## src/rtl/jsu_pkg.sv

```systemverilog
// ----------------------------------------------------------------------------
// jsu_pkg: shared types and constants for the JSON string unescaper
// Item and result structs, the decoder mode enum, error codes, character
// codes and the small hex and UTF-8 encoding helpers.
// ----------------------------------------------------------------------------
`default_nettype none

package jsu_pkg;

  // Default width of the per-string decoded length counter.
  localparam int LENGTH_WIDTH_DEF = 16;
  // Width of the budget register and its value after reset.
  localparam int MAX_W = 16;
  localparam logic [MAX_W-1:0] MAX_RESET = 16'd4096;
  // Depth of the queue between decoder and serializer.
  localparam int QUEUE_DEPTH = 4;

  // Error codes reported on the result channel.
  localparam logic [3:0] ERR_NONE        = 4'd0;
  localparam logic [3:0] ERR_CONTROL     = 4'd1;
  localparam logic [3:0] ERR_TRUNC_ESC   = 4'd2;
  localparam logic [3:0] ERR_BAD_ESC     = 4'd3;
  localparam logic [3:0] ERR_BAD_LEAD    = 4'd4;
  localparam logic [3:0] ERR_TRUNC_UTF8  = 4'd5;
  localparam logic [3:0] ERR_BAD_SECOND  = 4'd6;
  localparam logic [3:0] ERR_BAD_CONT    = 4'd7;
  localparam logic [3:0] ERR_TRUNC_HEX   = 4'd8;
  localparam logic [3:0] ERR_BAD_HEX     = 4'd9;
  localparam logic [3:0] ERR_LONE_HIGH   = 4'd10;
  localparam logic [3:0] ERR_BAD_LOW     = 4'd11;
  localparam logic [3:0] ERR_LONE_LOW    = 4'd12;
  localparam logic [3:0] ERR_UNTERM      = 4'd13;
  localparam logic [3:0] ERR_TOO_LONG    = 4'd14;

  // Character codes the decoder reacts to.
  localparam logic [7:0] CH_QUOTE  = 8'h22;
  localparam logic [7:0] CH_BSLASH = 8'h5C;
  localparam logic [7:0] CH_SLASH  = 8'h2F;
  localparam logic [7:0] CH_B      = 8'h62;
  localparam logic [7:0] CH_F      = 8'h66;
  localparam logic [7:0] CH_N      = 8'h6E;
  localparam logic [7:0] CH_R      = 8'h72;
  localparam logic [7:0] CH_T      = 8'h74;
  localparam logic [7:0] CH_U      = 8'h75;
  localparam logic [7:0] CH_SPACE  = 8'h20;

  // Decoder modes.
  typedef enum logic [2:0] {
    M_PLAIN,
    M_ESC,
    M_UTF,
    M_HEX1,
    M_HI_BS,
    M_HI_U,
    M_HEX2
  } mode_t;

  // One input item.
  typedef struct packed {
    logic [7:0] input_byte;
    logic       input_ended;
  } in_item_t;

  // One result item.
  typedef struct packed {
    logic [7:0] data_byte;
    logic       byte_valid;
    logic       last_of_run;
    logic       string_done;
    logic [3:0] error_code;
  } result_t;

  // One queued unit: either up to four decoded bytes or one status result.
  typedef struct packed {
    logic            is_stat;
    logic [1:0]      nm1;
    logic [3:0][7:0] bytes;
    logic            done;
    logic [3:0]      err;
  } unit_t;

  // Encoded code point: byte count minus one and the bytes, first in [0].
  typedef struct packed {
    logic [1:0]      nm1;
    logic [3:0][7:0] bytes;
  } enc_t;

  // Hex character to value; bit 4 set marks a non-hex character.
  function automatic logic [4:0] hex_digit(input logic [7:0] c);
    logic [4:0] d;
    d = 5'h10;
    if (c >= 8'h30 && c <= 8'h39) begin
      d = {1'b0, 4'(c - 8'h30)};
    end else if (c >= 8'h61 && c <= 8'h66) begin
      d = {1'b0, 4'(c - 8'h57)};
    end else if (c >= 8'h41 && c <= 8'h46) begin
      d = {1'b0, 4'(c - 8'h37)};
    end
    return d;
  endfunction

  // UTF-8 encoding of a code point up to 21 bits.
  function automatic enc_t encode_cp(input logic [20:0] cp);
    enc_t e;
    e = '0;
    if (cp <= 21'h7F) begin
      e.nm1 = 2'd0;
      e.bytes[0] = cp[7:0];
    end else if (cp <= 21'h7FF) begin
      e.nm1 = 2'd1;
      e.bytes[0] = {3'b110, cp[10:6]};
      e.bytes[1] = {2'b10, cp[5:0]};
    end else if (cp <= 21'hFFFF) begin
      e.nm1 = 2'd2;
      e.bytes[0] = {4'b1110, cp[15:12]};
      e.bytes[1] = {2'b10, cp[11:6]};
      e.bytes[2] = {2'b10, cp[5:0]};
    end else begin
      e.nm1 = 2'd3;
      e.bytes[0] = {5'b11110, cp[20:18]};
      e.bytes[1] = {2'b10, cp[17:12]};
      e.bytes[2] = {2'b10, cp[11:6]};
      e.bytes[3] = {2'b10, cp[5:0]};
    end
    return e;
  endfunction

endpackage

`default_nettype wire

```

## src/rtl/jsu_front.sv

```systemverilog
// ----------------------------------------------------------------------------
// jsu_front: byte classifier and escape / UTF-8 decoder
// Takes one byte per cycle unless the queue is full, tracks the decode mode,
// checks the length budget and queues whole decoded units or status results.
// ----------------------------------------------------------------------------
`default_nettype none

module jsu_front #(
  parameter int LENGTH_WIDTH = jsu_pkg::LENGTH_WIDTH_DEF
) (
  input  wire logic               clk,
  input  wire logic               rst_n,
  input  wire logic               in_valid,
  output logic                    in_stall,
  input  wire jsu_pkg::in_item_t  in_data,
  input  wire logic               cfg_valid,
  input  wire logic [15:0]        cfg_data,
  input  wire logic               q_full,
  output logic                    q_push,
  output jsu_pkg::unit_t          q_unit
);
  import jsu_pkg::*;

  localparam int CW = ((LENGTH_WIDTH > MAX_W) ? LENGTH_WIDTH : MAX_W) + 1;

  mode_t                   mode_r, mode_nxt;
  logic [LENGTH_WIDTH-1:0] len_r, len_nxt;
  logic [MAX_W-1:0]        max_r, max_nxt;
  logic [7:0]              lead_r, lead_nxt;
  logic [1:0]              need_r, need_nxt;
  logic [1:0]              got_r, got_nxt;
  logic [2:0][7:0]         buf_r, buf_nxt;
  logic [15:0]             hex_r, hex_nxt;
  logic [1:0]              hcnt_r, hcnt_nxt;
  logic                    hbad_r, hbad_nxt;
  logic [9:0]              high_r, high_nxt;

  logic            fire;
  logic [7:0]      c;
  logic [4:0]      dig;
  logic [15:0]     hex_new;
  logic [20:0]     cp;
  enc_t            enc;
  logic [2:0][7:0] bnow;
  logic [7:0]      lo_lim, hi_lim;
  logic [CW-1:0]   max_ext, cmask, budget, sum;

  logic            emit, fail_v, done_v;
  logic [1:0]      em_nm1;
  logic [3:0][7:0] em_bytes;
  logic [3:0]      fail_code;

  // The queue slot decides whether a byte can be taken.
  assign in_stall = q_full;
  assign fire     = in_valid & ~q_full;
  assign c        = in_data.input_byte;

  // Shared datapath pieces: hex digit, code point encoding, UTF-8 limits.
  always_comb begin
    dig     = hex_digit(c);
    hex_new = {hex_r[11:0], dig[3:0]};
    if (mode_r == M_HEX2) begin
      cp = 21'h10000 + {1'b0, high_r, hex_new[9:0]};
    end else begin
      cp = {5'd0, hex_new};
    end
    enc = encode_cp(cp);
    bnow[0] = (got_r == 2'd0) ? c : buf_r[0];
    bnow[1] = (got_r == 2'd1) ? c : buf_r[1];
    bnow[2] = (got_r == 2'd2) ? c : buf_r[2];
    lo_lim = 8'h80;
    hi_lim = 8'hBF;
    if (lead_r == 8'hE0) lo_lim = 8'hA0;
    if (lead_r == 8'hED) hi_lim = 8'h9F;
    if (lead_r == 8'hF0) lo_lim = 8'h90;
    if (lead_r == 8'hF4) hi_lim = 8'h8F;
  end

  // Effective length budget, limited to what the counter can hold.
  always_comb begin
    max_ext = CW'(max_r);
    cmask   = (CW'(1) << LENGTH_WIDTH) - CW'(1);
    budget  = (max_ext > cmask) ? cmask : max_ext;
    sum     = CW'(len_r) + CW'(em_nm1) + CW'(1);
  end

  // Configuration write; the port never holds off.
  assign max_nxt = cfg_valid ? cfg_data : max_r;

  // Decode mode transitions and unit generation.
  always_comb begin
    mode_nxt  = mode_r;
    len_nxt   = len_r;
    lead_nxt  = lead_r;
    need_nxt  = need_r;
    got_nxt   = got_r;
    buf_nxt   = buf_r;
    hex_nxt   = hex_r;
    hcnt_nxt  = hcnt_r;
    hbad_nxt  = hbad_r;
    high_nxt  = high_r;
    emit      = 1'b0;
    fail_v    = 1'b0;
    done_v    = 1'b0;
    fail_code = ERR_NONE;
    em_nm1    = 2'd0;
    em_bytes  = '0;
    q_push    = 1'b0;
    q_unit    = '0;

    if (fire) begin
      if (in_data.input_ended) begin
        // End of input: the code depends on how far the current unit got.
        fail_v = 1'b1;
        case (mode_r)
          M_ESC:   fail_code = ERR_TRUNC_ESC;
          M_UTF:   fail_code = ERR_TRUNC_UTF8;
          M_HEX1:  fail_code = ERR_TRUNC_HEX;
          M_HI_BS: fail_code = ERR_LONE_HIGH;
          M_HI_U:  fail_code = ERR_LONE_HIGH;
          M_HEX2:  fail_code = ERR_BAD_LOW;
          default: fail_code = ERR_UNTERM;
        endcase
      end else begin
        case (mode_r)
          M_PLAIN: begin
            if (c == CH_QUOTE) begin
              done_v = 1'b1;
            end else if (c < CH_SPACE) begin
              fail_v    = 1'b1;
              fail_code = ERR_CONTROL;
            end else if (c == CH_BSLASH) begin
              mode_nxt = M_ESC;
            end else if (c < 8'h80) begin
              emit        = 1'b1;
              em_bytes[0] = c;
            end else if (c >= 8'hC2 && c <= 8'hDF) begin
              need_nxt = 2'd1;
              lead_nxt = c;
              got_nxt  = 2'd0;
              mode_nxt = M_UTF;
            end else if (c >= 8'hE0 && c <= 8'hEF) begin
              need_nxt = 2'd2;
              lead_nxt = c;
              got_nxt  = 2'd0;
              mode_nxt = M_UTF;
            end else if (c >= 8'hF0 && c <= 8'hF4) begin
              need_nxt = 2'd3;
              lead_nxt = c;
              got_nxt  = 2'd0;
              mode_nxt = M_UTF;
            end else begin
              fail_v    = 1'b1;
              fail_code = ERR_BAD_LEAD;
            end
          end
          M_ESC: begin
            emit = 1'b1;
            case (c)
              CH_QUOTE:  em_bytes[0] = c;
              CH_BSLASH: em_bytes[0] = c;
              CH_SLASH:  em_bytes[0] = c;
              CH_B:      em_bytes[0] = 8'h08;
              CH_F:      em_bytes[0] = 8'h0C;
              CH_N:      em_bytes[0] = 8'h0A;
              CH_R:      em_bytes[0] = 8'h0D;
              CH_T:      em_bytes[0] = 8'h09;
              CH_U: begin
                emit     = 1'b0;
                hex_nxt  = 16'd0;
                hcnt_nxt = 2'd0;
                hbad_nxt = 1'b0;
                mode_nxt = M_HEX1;
              end
              default: begin
                emit      = 1'b0;
                fail_v    = 1'b1;
                fail_code = ERR_BAD_ESC;
              end
            endcase
          end
          M_UTF: begin
            buf_nxt[got_r] = c;
            got_nxt        = got_r + 2'd1;
            if (got_r + 2'd1 == need_r) begin
              // Whole sequence present: judge second byte, then the rest.
              if (bnow[0] < lo_lim || bnow[0] > hi_lim) begin
                fail_v    = 1'b1;
                fail_code = ERR_BAD_SECOND;
              end else if ((need_r >= 2'd2 && (bnow[1] < 8'h80 || bnow[1] > 8'hBF)) ||
                           (need_r == 2'd3 && (bnow[2] < 8'h80 || bnow[2] > 8'hBF))) begin
                fail_v    = 1'b1;
                fail_code = ERR_BAD_CONT;
              end else begin
                emit        = 1'b1;
                em_nm1      = need_r;
                em_bytes[0] = lead_r;
                em_bytes[1] = bnow[0];
                em_bytes[2] = bnow[1];
                em_bytes[3] = bnow[2];
              end
            end
          end
          M_HEX1: begin
            hex_nxt  = hex_new;
            hbad_nxt = hbad_r | dig[4];
            hcnt_nxt = hcnt_r + 2'd1;
            if (hcnt_r == 2'd3) begin
              if (hbad_r | dig[4]) begin
                fail_v    = 1'b1;
                fail_code = ERR_BAD_HEX;
              end else if (hex_new >= 16'hD800 && hex_new <= 16'hDBFF) begin
                high_nxt = hex_new[9:0];
                mode_nxt = M_HI_BS;
              end else if (hex_new >= 16'hDC00 && hex_new <= 16'hDFFF) begin
                fail_v    = 1'b1;
                fail_code = ERR_LONE_LOW;
              end else begin
                emit     = 1'b1;
                em_nm1   = enc.nm1;
                em_bytes = enc.bytes;
              end
            end
          end
          M_HI_BS: begin
            if (c != CH_BSLASH) begin
              fail_v    = 1'b1;
              fail_code = ERR_LONE_HIGH;
            end else begin
              mode_nxt = M_HI_U;
            end
          end
          M_HI_U: begin
            if (c != CH_U) begin
              fail_v    = 1'b1;
              fail_code = ERR_LONE_HIGH;
            end else begin
              hex_nxt  = 16'd0;
              hcnt_nxt = 2'd0;
              mode_nxt = M_HEX2;
            end
          end
          M_HEX2: begin
            if (dig[4]) begin
              fail_v    = 1'b1;
              fail_code = ERR_BAD_LOW;
            end else begin
              hex_nxt  = hex_new;
              hcnt_nxt = hcnt_r + 2'd1;
              if (hcnt_r == 2'd3) begin
                if (hex_new < 16'hDC00 || hex_new > 16'hDFFF) begin
                  fail_v    = 1'b1;
                  fail_code = ERR_BAD_LOW;
                end else begin
                  emit     = 1'b1;
                  em_nm1   = enc.nm1;
                  em_bytes = enc.bytes;
                end
              end
            end
          end
          default: begin
            fail_v    = 1'b1;
            fail_code = ERR_UNTERM;
          end
        endcase
      end

      // A complete unit is counted against the budget before it goes out.
      if (emit) begin
        mode_nxt = M_PLAIN;
        if (sum > budget) begin
          fail_v    = 1'b1;
          fail_code = ERR_TOO_LONG;
        end else begin
          len_nxt      = sum[LENGTH_WIDTH-1:0];
          q_push       = 1'b1;
          q_unit.nm1   = em_nm1;
          q_unit.bytes = em_bytes;
        end
      end

      // Closing quote or error: one status result, then a fresh string.
      if (fail_v || done_v) begin
        q_push         = 1'b1;
        q_unit         = '0;
        q_unit.is_stat = 1'b1;
        q_unit.done    = done_v;
        q_unit.err     = fail_code;
        mode_nxt       = M_PLAIN;
        len_nxt        = '0;
        lead_nxt       = 8'd0;
        need_nxt       = 2'd0;
        got_nxt        = 2'd0;
        buf_nxt        = '0;
        hex_nxt        = 16'd0;
        hcnt_nxt       = 2'd0;
        hbad_nxt       = 1'b0;
        high_nxt       = 10'd0;
      end
    end
  end

  // Decoder state register.
  always_ff @(posedge clk) begin
    if (!rst_n) begin
      mode_r <= M_PLAIN;
      len_r  <= '0;
      max_r  <= MAX_RESET;
      lead_r <= 8'd0;
      need_r <= 2'd0;
      got_r  <= 2'd0;
      buf_r  <= '0;
      hex_r  <= 16'd0;
      hcnt_r <= 2'd0;
      hbad_r <= 1'b0;
      high_r <= 10'd0;
    end else begin
      mode_r <= mode_nxt;
      len_r  <= len_nxt;
      max_r  <= max_nxt;
      lead_r <= lead_nxt;
      need_r <= need_nxt;
      got_r  <= got_nxt;
      buf_r  <= buf_nxt;
      hex_r  <= hex_nxt;
      hcnt_r <= hcnt_nxt;
      hbad_r <= hbad_nxt;
      high_r <= high_nxt;
    end
  end

`ifndef NO_ASSERTIONS
  // A status result always leaves the decoder at the start of a new string.
  a_stat_clears: assert property (@(posedge clk) disable iff (!rst_n)
    q_push && q_unit.is_stat |=> mode_r == M_PLAIN && len_r == '0)
    else $error("decoder state not cleared after status result");

  // A decoded unit only goes out when it fits the length budget.
  a_len_budget: assert property (@(posedge clk) disable iff (!rst_n)
    q_push && !q_unit.is_stat |-> sum <= budget)
    else $error("decoded unit exceeds length budget");
`endif

endmodule

`default_nettype wire

```

## src/rtl/jsu_queue.sv

```systemverilog
// ----------------------------------------------------------------------------
// jsu_queue: short unit queue between decoder and serializer
// Holds decoded units so that the decoder and the output side stall apart.
// ----------------------------------------------------------------------------
`default_nettype none

module jsu_queue (
  input  wire logic            clk,
  input  wire logic            rst_n,
  input  wire logic            push,
  input  wire jsu_pkg::unit_t  push_unit,
  output logic                 full,
  input  wire logic            pop,
  output logic                 empty,
  output jsu_pkg::unit_t       head
);
  import jsu_pkg::*;

  localparam int PW = $clog2(QUEUE_DEPTH);

  unit_t         slot_r [QUEUE_DEPTH];
  logic [PW-1:0] wr_ptr_r, wr_ptr_nxt;
  logic [PW-1:0] rd_ptr_r, rd_ptr_nxt;
  logic [PW:0]   count_r, count_nxt;

  assign full  = (count_r == (PW + 1)'(QUEUE_DEPTH));
  assign empty = (count_r == '0);
  assign head  = slot_r[rd_ptr_r];

  // Pointer and occupancy update.
  always_comb begin
    wr_ptr_nxt = push ? wr_ptr_r + PW'(1) : wr_ptr_r;
    rd_ptr_nxt = pop ? rd_ptr_r + PW'(1) : rd_ptr_r;
    count_nxt  = count_r + (PW + 1)'(push) - (PW + 1)'(pop);
  end

  always_ff @(posedge clk) begin
    if (!rst_n) begin
      wr_ptr_r <= '0;
      rd_ptr_r <= '0;
      count_r  <= '0;
    end else begin
      wr_ptr_r <= wr_ptr_nxt;
      rd_ptr_r <= rd_ptr_nxt;
      count_r  <= count_nxt;
    end
  end

  // Slot storage needs no reset.
  always_ff @(posedge clk) begin
    if (push) begin
      slot_r[wr_ptr_r] <= push_unit;
    end
  end

`ifndef NO_ASSERTIONS
  // The decoder only writes into a free slot.
  a_no_overflow: assert property (@(posedge clk) disable iff (!rst_n)
    !(push && full))
    else $error("unit queue overflow");

  // The serializer only takes from a filled slot.
  a_no_underflow: assert property (@(posedge clk) disable iff (!rst_n)
    !(pop && empty))
    else $error("unit queue underflow");
`endif

endmodule

`default_nettype wire

```

## src/rtl/jsu_back.sv

```systemverilog
// ----------------------------------------------------------------------------
// jsu_back: result serializer
// Splits each queued unit into one result per byte, or one status result,
// and holds the current result in an output register.
// ----------------------------------------------------------------------------
`default_nettype none

module jsu_back (
  input  wire logic            clk,
  input  wire logic            rst_n,
  input  wire logic            q_empty,
  input  wire jsu_pkg::unit_t  q_head,
  output logic                 q_pop,
  output logic                 out_valid,
  input  wire logic            out_stall,
  output jsu_pkg::result_t     out_data
);
  import jsu_pkg::*;

  logic [1:0] pos_r, pos_nxt;
  logic       valid_r, valid_nxt;
  result_t    res_r, res_nxt;
  logic       load, last;

  // Load a new result when the output register is free or being taken.
  always_comb begin
    load    = !q_empty && (!valid_r || !out_stall);
    last    = q_head.is_stat || (pos_r == q_head.nm1);
    q_pop   = load && last;
    pos_nxt = pos_r;
    if (load) begin
      pos_nxt = last ? 2'd0 : pos_r + 2'd1;
    end
    if (load) begin
      valid_nxt = 1'b1;
    end else if (out_stall) begin
      valid_nxt = valid_r;
    end else begin
      valid_nxt = 1'b0;
    end
    res_nxt = res_r;
    if (load) begin
      res_nxt.last_of_run = last;
      if (q_head.is_stat) begin
        res_nxt.data_byte   = 8'd0;
        res_nxt.byte_valid  = 1'b0;
        res_nxt.string_done = q_head.done;
        res_nxt.error_code  = q_head.err;
      end else begin
        res_nxt.data_byte   = q_head.bytes[pos_r];
        res_nxt.byte_valid  = 1'b1;
        res_nxt.string_done = 1'b0;
        res_nxt.error_code  = ERR_NONE;
      end
    end
  end

  always_ff @(posedge clk) begin
    if (!rst_n) begin
      pos_r   <= 2'd0;
      valid_r <= 1'b0;
    end else begin
      pos_r   <= pos_nxt;
      valid_r <= valid_nxt;
    end
  end

  // Result payload register.
  always_ff @(posedge clk) begin
    res_r <= res_nxt;
  end

  assign out_valid = valid_r;
  assign out_data  = res_r;

`ifndef NO_ASSERTIONS
  // A data result never also carries a status.
  a_data_no_status: assert property (@(posedge clk) disable iff (!rst_n)
    out_valid |-> !(out_data.byte_valid &&
                    (out_data.string_done || out_data.error_code != ERR_NONE)))
    else $error("data result carries a status");
`endif

endmodule

`default_nettype wire

```

## src/rtl/json_string_unescape_utf8_check.sv

```systemverilog
// ----------------------------------------------------------------------------
// json_string_unescape_utf8_check: JSON string body decoder, top level
// Decodes escapes and \u sequences to UTF-8, validates raw UTF-8, enforces
// a decoded length budget and reports the end of each string.
//
//   Channel  Direction  Handshake          Payload
//   in_      input      in_valid/in_stall  in_item_t (input_byte, input_ended)
//   out_     output     out_valid/out_stall result_t (byte, flags, error code)
//   cfg_     input      cfg_valid/cfg_ready string byte budget, 16 bits
//
// One input byte is taken every cycle while the unit queue has room.
// Each queued unit gives one to four results, one per cycle while out_stall
// is low; the output register serializes them, so bursts drain at one per cycle.
// Input stalls only when the four-entry unit queue is full.
// Reset is synchronous and active low; it restores the budget to 4096.
// ----------------------------------------------------------------------------
`default_nettype none

module json_string_unescape_utf8_check #(
  parameter int LENGTH_WIDTH = jsu_pkg::LENGTH_WIDTH_DEF
) (
  input  wire logic               clk,
  input  wire logic               rst_n,
  input  wire logic               in_valid,
  output logic                    in_stall,
  input  wire jsu_pkg::in_item_t  in_data,
  output logic                    out_valid,
  input  wire logic               out_stall,
  output jsu_pkg::result_t        out_data,
  input  wire logic               cfg_valid,
  output logic                    cfg_ready,
  input  wire logic [15:0]        cfg_data
);
  import jsu_pkg::*;

  logic  q_push, q_full, q_pop, q_empty;
  unit_t q_unit, q_head;

  // The budget register takes a write in any cycle.
  assign cfg_ready = 1'b1;

  jsu_front #(
    .LENGTH_WIDTH(LENGTH_WIDTH)
  ) u_front (
    .clk      (clk),
    .rst_n    (rst_n),
    .in_valid (in_valid),
    .in_stall (in_stall),
    .in_data  (in_data),
    .cfg_valid(cfg_valid),
    .cfg_data (cfg_data),
    .q_full   (q_full),
    .q_push   (q_push),
    .q_unit   (q_unit)
  );

  jsu_queue u_queue (
    .clk      (clk),
    .rst_n    (rst_n),
    .push     (q_push),
    .push_unit(q_unit),
    .full     (q_full),
    .pop      (q_pop),
    .empty    (q_empty),
    .head     (q_head)
  );

  jsu_back u_back (
    .clk      (clk),
    .rst_n    (rst_n),
    .q_empty  (q_empty),
    .q_head   (q_head),
    .q_pop    (q_pop),
    .out_valid(out_valid),
    .out_stall(out_stall),
    .out_data (out_data)
  );

endmodule

`default_nettype wire
```

## config.mk

```make
export PLATFORM = sky130hd
export DESIGN_NAME = json_string_unescape_utf8_check
export DESIGN_NICKNAME = d
export VERILOG_FILES = /design/src/rtl/jsu_pkg.sv /design/src/rtl/jsu_front.sv /design/src/rtl/jsu_queue.sv /design/src/rtl/jsu_back.sv /design/src/rtl/json_string_unescape_utf8_check.sv
export SDC_FILE = /design/constraint.sdc
export NUM_CORES = 1
export LEC_CHECK = 0
export BUFFER_PORTS_ARGS = -buffer_cell sky130_fd_sc_hd__buf_2
export CORE_MARGIN = 2
export CORE_UTILIZATION = 35
export CTS_BUF_LIST = sky130_fd_sc_hd__clkbuf_2
export DETAILED_ROUTE_END_ITERATION = 8
export HOLD_SLACK_MARGIN = 0.03
export PLACE_DENSITY_LB_ADDON = 0.2
export SLEW_MARGIN = 40
export SYNTH_ARGS = -nofsm -noshare
export SYNTH_HDL_FRONTEND = slang
export SYNTH_SLANG_ARGS = --single-unit
```

## constraint.sdc

```tcl
create_clock -name clk -period 10.3 [get_ports clk]
set_input_delay 1.03 -clock clk [delete_from_list [all_inputs] [get_ports clk]]
set_output_delay 1.03 -clock clk [all_outputs]
set_load 0.05 [all_outputs]
```

==> flow_metrics.env, run 1 <==
export IMPL_status="finished clean"
export IMPL_initial_core_util_pct=35.5
export IMPL_fp_row_count=72
export IMPL_cp_start_kind="flip-flop"
export IMPL_cp_slowest_cell="dfxtp_1"
export IMPL_worstPathCellList="nand3b_1 -> mux2i_1 -> nand4_1 -> nor2_2 -> or2_2 -> a22oi_1 -> or3_1 -> ha_1 -> fa_1 -> nand4b_1 -> nor2_1 -> nand2_1 -> xnor2_1 -> ha_1 -> nand4_1 -> a211oi_1 -> a211oi_1 -> o221ai_1 -> a21oi_1 -> o21a_1 -> nor2_2 -> a21boi_0"
export IMPL_max_vdd_ir_drop_mv=0.0727
export IMPL_cp_data_required_time_ns=10.96
export IMPL_switching_share_pct=32.8
export IMPL_grt_setup_unrepaired="no"
export IMPL_synth_edf_count=175
export IMPL_cts_buffers=79
export IMPL_p_comb_share_pct=24.5
export IMPL_endpoint_kind="flip-flop"
export IMPL_netlist_area_mm2=0.0137
export IMPL_p_int_mw=1.94
export IMPL_grt_pass1_vias=9708
export IMPL_dp_hpwl_um=23800
export IMPL_crit_fanout=18
export IMPL_synth_seq_area_share_pct=54.0
export IMPL_ys_flop_type="edfxtp_1"
export IMPL_p_per_area_mw_per_mm2=189
export IMPL_post_cts_buffers=0
export IMPL_vias=9682
export IMPL_worst_pin_slew_ns=0.943
export IMPL_reg2reg_slack_ns=2.35
export IMPL_viasPerCell=5.43
export IMPL_path_clk_slew_ns=0.10
export IMPL_final_setup_tns_ns=0
export IMPL_antenna_found_initial=1
export IMPL_fill_cells=3799
export IMPL_root_buffer="clkbuf_2"
export IMPL_drtAntennaViolNets=0
export IMPL_areaGrowthSynthToFinish_pct=10.9
export IMPL_clk_path_buf_depth=3
export IMPL_wire_per_inst_um=20.1
export IMPL_synth_seq_cells=283
export IMPL_drive_above_1_share_pct=24.0
export IMPL_drt_iter0_drc=749
export IMPL_p_leak_nw=5.59
export IMPL_fin_crit_sh_pct=77.2
export IMPL_cts_tree="done"
export IMPL_setup_slack_ns=2.35
export IMPL_grt_pass1_wl_um=56300
export IMPL_coreArea_mm2=0.0387
export IMPL_cts_resized=0
export IMPL_timing_fmax_mhz=126
export IMPL_cpPeakStageDelay_ns=0.75
export IMPL_ys_warn_count=0
export IMPL_cts_max_level=3
export IMPL_slew_violations=0
export IMPL_cap_violations=0
export IMPL_place_ws_ns=2.01
export IMPL_synth_cells=1125
export IMPL_clkPwrFrac_pct=28.0
export IMPL_die_area_mm2=0.0409
export IMPL_drt_pass1_iterations=7
export IMPL_holdWs_ns=0.350
export IMPL_clkSinkCount=283
export IMPL_synth_area_per_cell_um2=12.2
export IMPL_p_switching_uw=947
export IMPL_power_frac_seq_pct=47.4
export IMPL_overflow=0
export IMPL_place_congestion=0.925
export IMPL_die_width_um=202
export IMPL_hold_viol_final=0
export IMPL_wirelength_um=35800
export IMPL_finalSetupViolCount=0
export IMPL_path_class="flip-flop to flip-flop"
export IMPL_io_buffers=46
export IMPL_layout_min_cycle_time_ns=7.95
export IMPL_worstSkewPairLatency_ns=0.93
export IMPL_fin_nets=1274
export IMPL_worstPathArrival_ns=8.61
export IMPL_grt_start_max_net_pins=72
export IMPL_die_height_um=202
export IMPL_min_path_type="primary input to flip-flop"
export IMPL_io_pins=48
export IMPL_finalClockSkew_ns=0.0509
export IMPL_async_flop_share_pct=0
export IMPL_ys_types=82
export IMPL_drcViolationCount=0
export IMPL_track_usage_pct=17.8
export IMPL_max_slew_margin_rel_pct=36.7
export IMPL_cts_hold_buf=0
[path summary, 6_finish.rpt]
| check | start | end | cells past startpoint |
|---|---|---|---|
| max | u_front.mode_r[1] | u_queue.slot_r[0][1] | 22 |
| min | cfg_data[1] | u_front.max_r[1] | 3 |
| max reg2reg | u_front.mode_r[1] | u_queue.slot_r[0][1] | 22 |
| min reg2reg | u_front.len_r[0] | u_front.len_r[0] | 1 |
[logic make-up after synthesis]
kind of cell / count (synthesis) / synth area share, %
AND/OR/NAND/NOR: 339 / 13.0
AO/OA/AOI/OAI: 230 / 12.6
other: 2 / 0.0546
flip-flops: 283 / 54.0
XOR/XNOR: 29 / 1.85
adder cells (fa/ha/maj): 38 / 3.57
buffers and inverters: 105 / 3.19
multiplexers: 99 / 11.8
[cell usage after synthesis (all sizes together), types with 6 or more instances]
master,instances,area (um^2)
o31ai,6,45.0
xor2,10,87.6
a32o,32,320
mux2i,27,270
xnor2,19,166
buf,18,113
nor3,23,165
or2,7,43.8
nor2,92,350
o2bb2ai,13,114
and3,6,37.5
nand4,8,50.1
nand3,40,200
nand2b,9,56.3
nand2,68,255
a22o,23,201
nand3b,7,52.6
ha,36,450
and2,33,206
o21ai,36,191
nor2b,14,87.6
a21oi,43,215
inv,37,139
mux2,24,270
mux4,48,1080
a22oi,13,97.6
a221oi,9,78.8
clkbuf,48,180
dfxtp,108,2160
a21o,8,63.8
edfxtp,175,5260
[layout by cell type (no fill, tap or decap), drive strengths merged, types with 7 or more instances in the layout]
cell     netlist  final
a21o           8      8
a21oi         43     43
a221oi         9      9
a22o          23     23
a22oi         13     13
a32o          32     32
and2          33     33
buf           18     63
clkbuf        48    118
clkinv         2     21
dfxtp        108    108
edfxtp       175    175
ha            36     36
inv           37     38
mux2          24     24
mux2i         27     27
mux4          48     48
nand2         68     68
nand2b         9      9
nand3         40     40
nand3b         7      7
nand4          8      8
nor2          92     92
nor2b         14     14
nor3          23     23
o21ai         36     36
o2bb2ai       13     13
or2            7      7
xnor2         19     19
xor2          10     10
[sequential cells by signal (all words and copies together), names as in the netlist, named ones only]
name	count
u_queue.slot_r	160
u_front.buf_r	24
u_front.len_r	16
u_front.max_r	16
u_back.out_data	15
u_front.hex_r	12
u_front.high_r	10
u_front.lead_r	8
u_front.mode_r	3
u_queue.count_r	3
u_back.pos_r	2
u_front.got_r	2
u_front.hcnt_r	2
u_front.need_r	2
u_queue.rd_ptr_r	2
u_queue.wr_ptr_r	2
u_back.out_valid	1
u_front.hbad_r	1
[final cells by class]
class / instances / area, um^2 / share of cell area, %
Antenna cell: 1 / 2.50 / 0.0164
Clock buffer: 118 / 591 / 3.87
Clock inverter: 21 / 129 / 0.845
Inverter: 39 / 146 / 0.960
Multi-Input combinational cell: 740 / 5940 / 39.0
Sequential cell: 283 / 7420 / 48.7
Tap cell: 518 / 648 / 4.25
Timing Repair Buffer: 63 / 362 / 2.37
[power by group through the flow]
stage | logic, mW | clock network, mW | registers (mW)
2_1_floorplan | 0.439 | 0 | 1.49
3_3_place_gp | 0.721 | 0 | 1.39
3_5_place_dp | 0.721 | 0 | 1.40
4_1_cts | 0.723 | 0.845 | 1.37
5_1_grt | 0.772 | 0.905 | 1.38
6_report | 0.707 | 0.809 | 1.37
[per-layer routing]
metal,vias to the layer above,track usage [%],wire length (um)
met5,-,0,0
met4,0,5.47,673
met3,52,4.14,2350
met2,324,27.3,16300
met1,4791,25.1,16500
li1,4515,-,-
[per-stage QoR]
stage	area [um^2]	total power, mW	utilization, %	cells
after global placement	14500	2.12	37.4	1643
final	15200	2.88	39.4	1783
after global routing	15200	3.06	39.4	1783
after floorplan	13800	1.93	-	1128
after CTS	15200	2.94	39.3	1782
after detailed placement	14500	2.12	37.5	1643
[critical path: cells and delay by family, from the launching register on]
family	cells	cell delay (ns)
compound gates	7	1.64
xor+xnor	1	0.17
fa+ha+maj	3	0.99
flops	1	0.75
mux	1	0.52
simple gates	10	3.59
(Power assumes the default switching activity.)
==> run 2: changes to the inputs <==
Clock period 10.3 ns to 6.68 ns, I/O delays scaled along.
==> run 2 against run 1 <==
Global-route usage down 0.083 points; first-iteration DRC count down 0.53%; worst hold slack worse by 0.14 ns; sequential power up 55%; clock power up 51%; die area unchanged; register-to-register slack worse by 1.9 ns; count of clock-buffer cells in the layout down 5; flip-flop and latch count unchanged; utilization up 1.3 points; final cell count up 2.5%; worst setup slack worse by 1.9 ns; largest power group unchanged.
==> flow_metrics.env, run 2 (same netlist as run 1, synthesis figures left out) <==
export IMPL_max_vdd_ir_drop_mv=0.123
export IMPL_place_congestion=0.878
export IMPL_reg2reg_slack_ns=0.46
export IMPL_p_leak_nw=5.80
export IMPL_seq_area_mm2=0.00742
export IMPL_grt_pass1_vias=9652
export IMPL_root_buffer="clkbuf_2"
export IMPL_top_register="u_queue.slot_r"
export IMPL_min_path_type="primary input to flip-flop"
export IMPL_track_usage_pct=17.7
export IMPL_final_setup_tns_ns=0
export IMPL_grt_start_max_net_pins=66
export IMPL_max_slew_margin_rel_pct=43.7
export IMPL_multi_input_area_mm2=0.00608
export IMPL_final_area_mm2=0.0158
export IMPL_wirelength_um=35600
export IMPL_r2r_start="u_front.got_r[0]"
export IMPL_io_pins=48
export IMPL_drt_pass1_iterations=5
export IMPL_die_height_um=202
export IMPL_hold_viol_final=0
export IMPL_timing_fmax_mhz=161
export IMPL_viasPerCell=5.33
export IMPL_final_cell_mix="edfxtp_1 (175), clkbuf_2 (113), dfxtp_1 (106)"
export IMPL_fp_row_count=72
export IMPL_final_common_cell="edfxtp_1"
export IMPL_path_clk_slew_ns=0.11
export IMPL_antenna_found_initial=1
export IMPL_crit_end="u_front.hcnt_r[0]"
export IMPL_crit_path_start="u_front.got_r[0]"
export IMPL_crit_path_frequent_cell="ha_1"
export IMPL_fill_cells=3792
export IMPL_wire_per_inst_um=19.5
export IMPL_status="finished clean"
export IMPL_worstSkewPairLatency_ns=0.95
export IMPL_postPlaceCellArea_mm2=0.0147
export IMPL_cts_buffers=76
export IMPL_crit_fanout=13
export IMPL_path_class="flip-flop to flip-flop"
export IMPL_worstPathArrival_ns=7.02
export IMPL_worst_pin_slew_ns=0.843
export IMPL_clkSinkCount=283
export IMPL_clk_path_buf_depth=3
export IMPL_largest_register_ffs=160
export IMPL_endpoint_kind="flip-flop"
export IMPL_cp_start_kind="flip-flop"
export IMPL_cap_violations=0
export IMPL_cpPeakStageDelay_ns=0.45
export IMPL_overflow=0
export IMPL_die_width_um=202
export IMPL_r2r_cells=27
export IMPL_finalSetupViolCount=0
export IMPL_top_regs="u_queue.slot_r (160), u_front.buf_r (24)"
export IMPL_grt_setup_unrepaired="no"
export IMPL_die_area_mm2=0.0409
export IMPL_cp_data_required_time_ns=7.48
export IMPL_grt_pass1_wl_um=56200
export IMPL_areaGrowthSynthToFinish_pct=14.7
export IMPL_cp_slowest_cell="fa_1"
export IMPL_fin_nets=1320
export IMPL_rr_endpoint="u_front.hcnt_r[0]"
export IMPL_initial_core_util_pct=35.5
export IMPL_coreArea_mm2=0.0387
export IMPL_io_buffers=46
export IMPL_cts_tree="done"
export IMPL_fin_crit_sh_pct=93.1
export IMPL_drtAntennaViolNets=0
export IMPL_cts_max_level=3
export IMPL_setup_slack_ns=0.463
export IMPL_slew_violations=0
export IMPL_drcViolationCount=0
export IMPL_drive_above_1_share_pct=27.6
export IMPL_dp_hpwl_um=24200
export IMPL_p_per_area_mw_per_mm2=281
export IMPL_vias=9735
export IMPL_drt_iter0_drc=745
export IMPL_finalClockSkew_ns=0.0674
export IMPL_layout_min_cycle_time_ns=6.22
export IMPL_place_ws_ns=-0.00472
run 2: worst max-delay path, delay by kind of cell (launching register included):
| kind | cells | cell delay (ns) |
|---|---|---|
| AO/OA/AOI/OAI | 9 | 1.68 |
| AND/OR/NAND/NOR | 6 | 1.23 |
| buffers and inverters | 4 | 0.62 |
| flip-flops | 1 | 0.35 |
| multiplexers | 2 | 0.65 |
| adder cells (fa/ha/maj) | 5 | 1.42 |
| XOR/XNOR | 1 | 0.17 |
run 2: worst min path at each step:
stage          cells past startpoint         startpoint           endpoint
2_1_floorplan                      1   u_front.len_r[0]   u_front.len_r[0]
3_3_place_gp                       1   u_front.len_r[0]   u_front.len_r[0]
3_5_place_dp                       1  u_front.high_r[4]  u_front.high_r[4]
4_1_cts                            4         in_data[2]  u_front.lead_r[1]
5_1_grt                            4         in_data[1]  u_front.lead_r[0]
6_report                           4         in_data[2]  u_front.lead_r[1]
run 2: per-stage QoR:
| stage | utilization (%) | cells | hold slack, ns | total power, mW |
|---|---|---|---|---|
| after floorplan | - | 1128 | 0.432 | 2.98 |
| after global placement | 38.0 | 1674 | 0.451 | 3.26 |
| after detailed placement | 38.1 | 1674 | 0.458 | 3.27 |
| after CTS | 40.3 | 1827 | 0.127 | 4.52 |
| after global routing | 40.7 | 1828 | 0.205 | 4.69 |
| final | 40.7 | 1828 | 0.210 | 4.43 |
run 2: routing by layer:
layer	track usage (%)	vias up	part of all wire (%)
met1	25.2	4785	47
met3	3.51	47	5.9
met4	6.23	0	1.8
met2	27.1	311	45
met5	0	-	0
li1	-	4592	-
run 2: power by group:
group / leakage, nW / internal (mW) / switching (mW)
clock network: 0.531 / 0.492 / 0.726
registers: 2.63 / 2.04 / 0.0901
logic: 2.64 / 0.443 / 0.639
total: 5.80 / 2.98 / 1.45
run 2: cell type report:
type	instances	area share (%)
Antenna cell	1	0.0159
Clock buffer	113	3.59
Clock inverter	22	0.802
Inverter	39	0.929
Multi-Input combinational cell	740	38.6
Sequential cell	283	47.1
Tap cell	518	4.11
Timing Repair Buffer	112	4.91
run 2: repair_timing:
action / 4_1_cts / 5_1_grt
hold buffers: 18 / 0
setup buffers: 0 / 0
cloned: 0 / 0
gates resized for setup: 1 / 40
setup endpoints to repair: 4 / 184
pin swaps: 0 / 5
endpoints found under the hold margin: 18 / 0
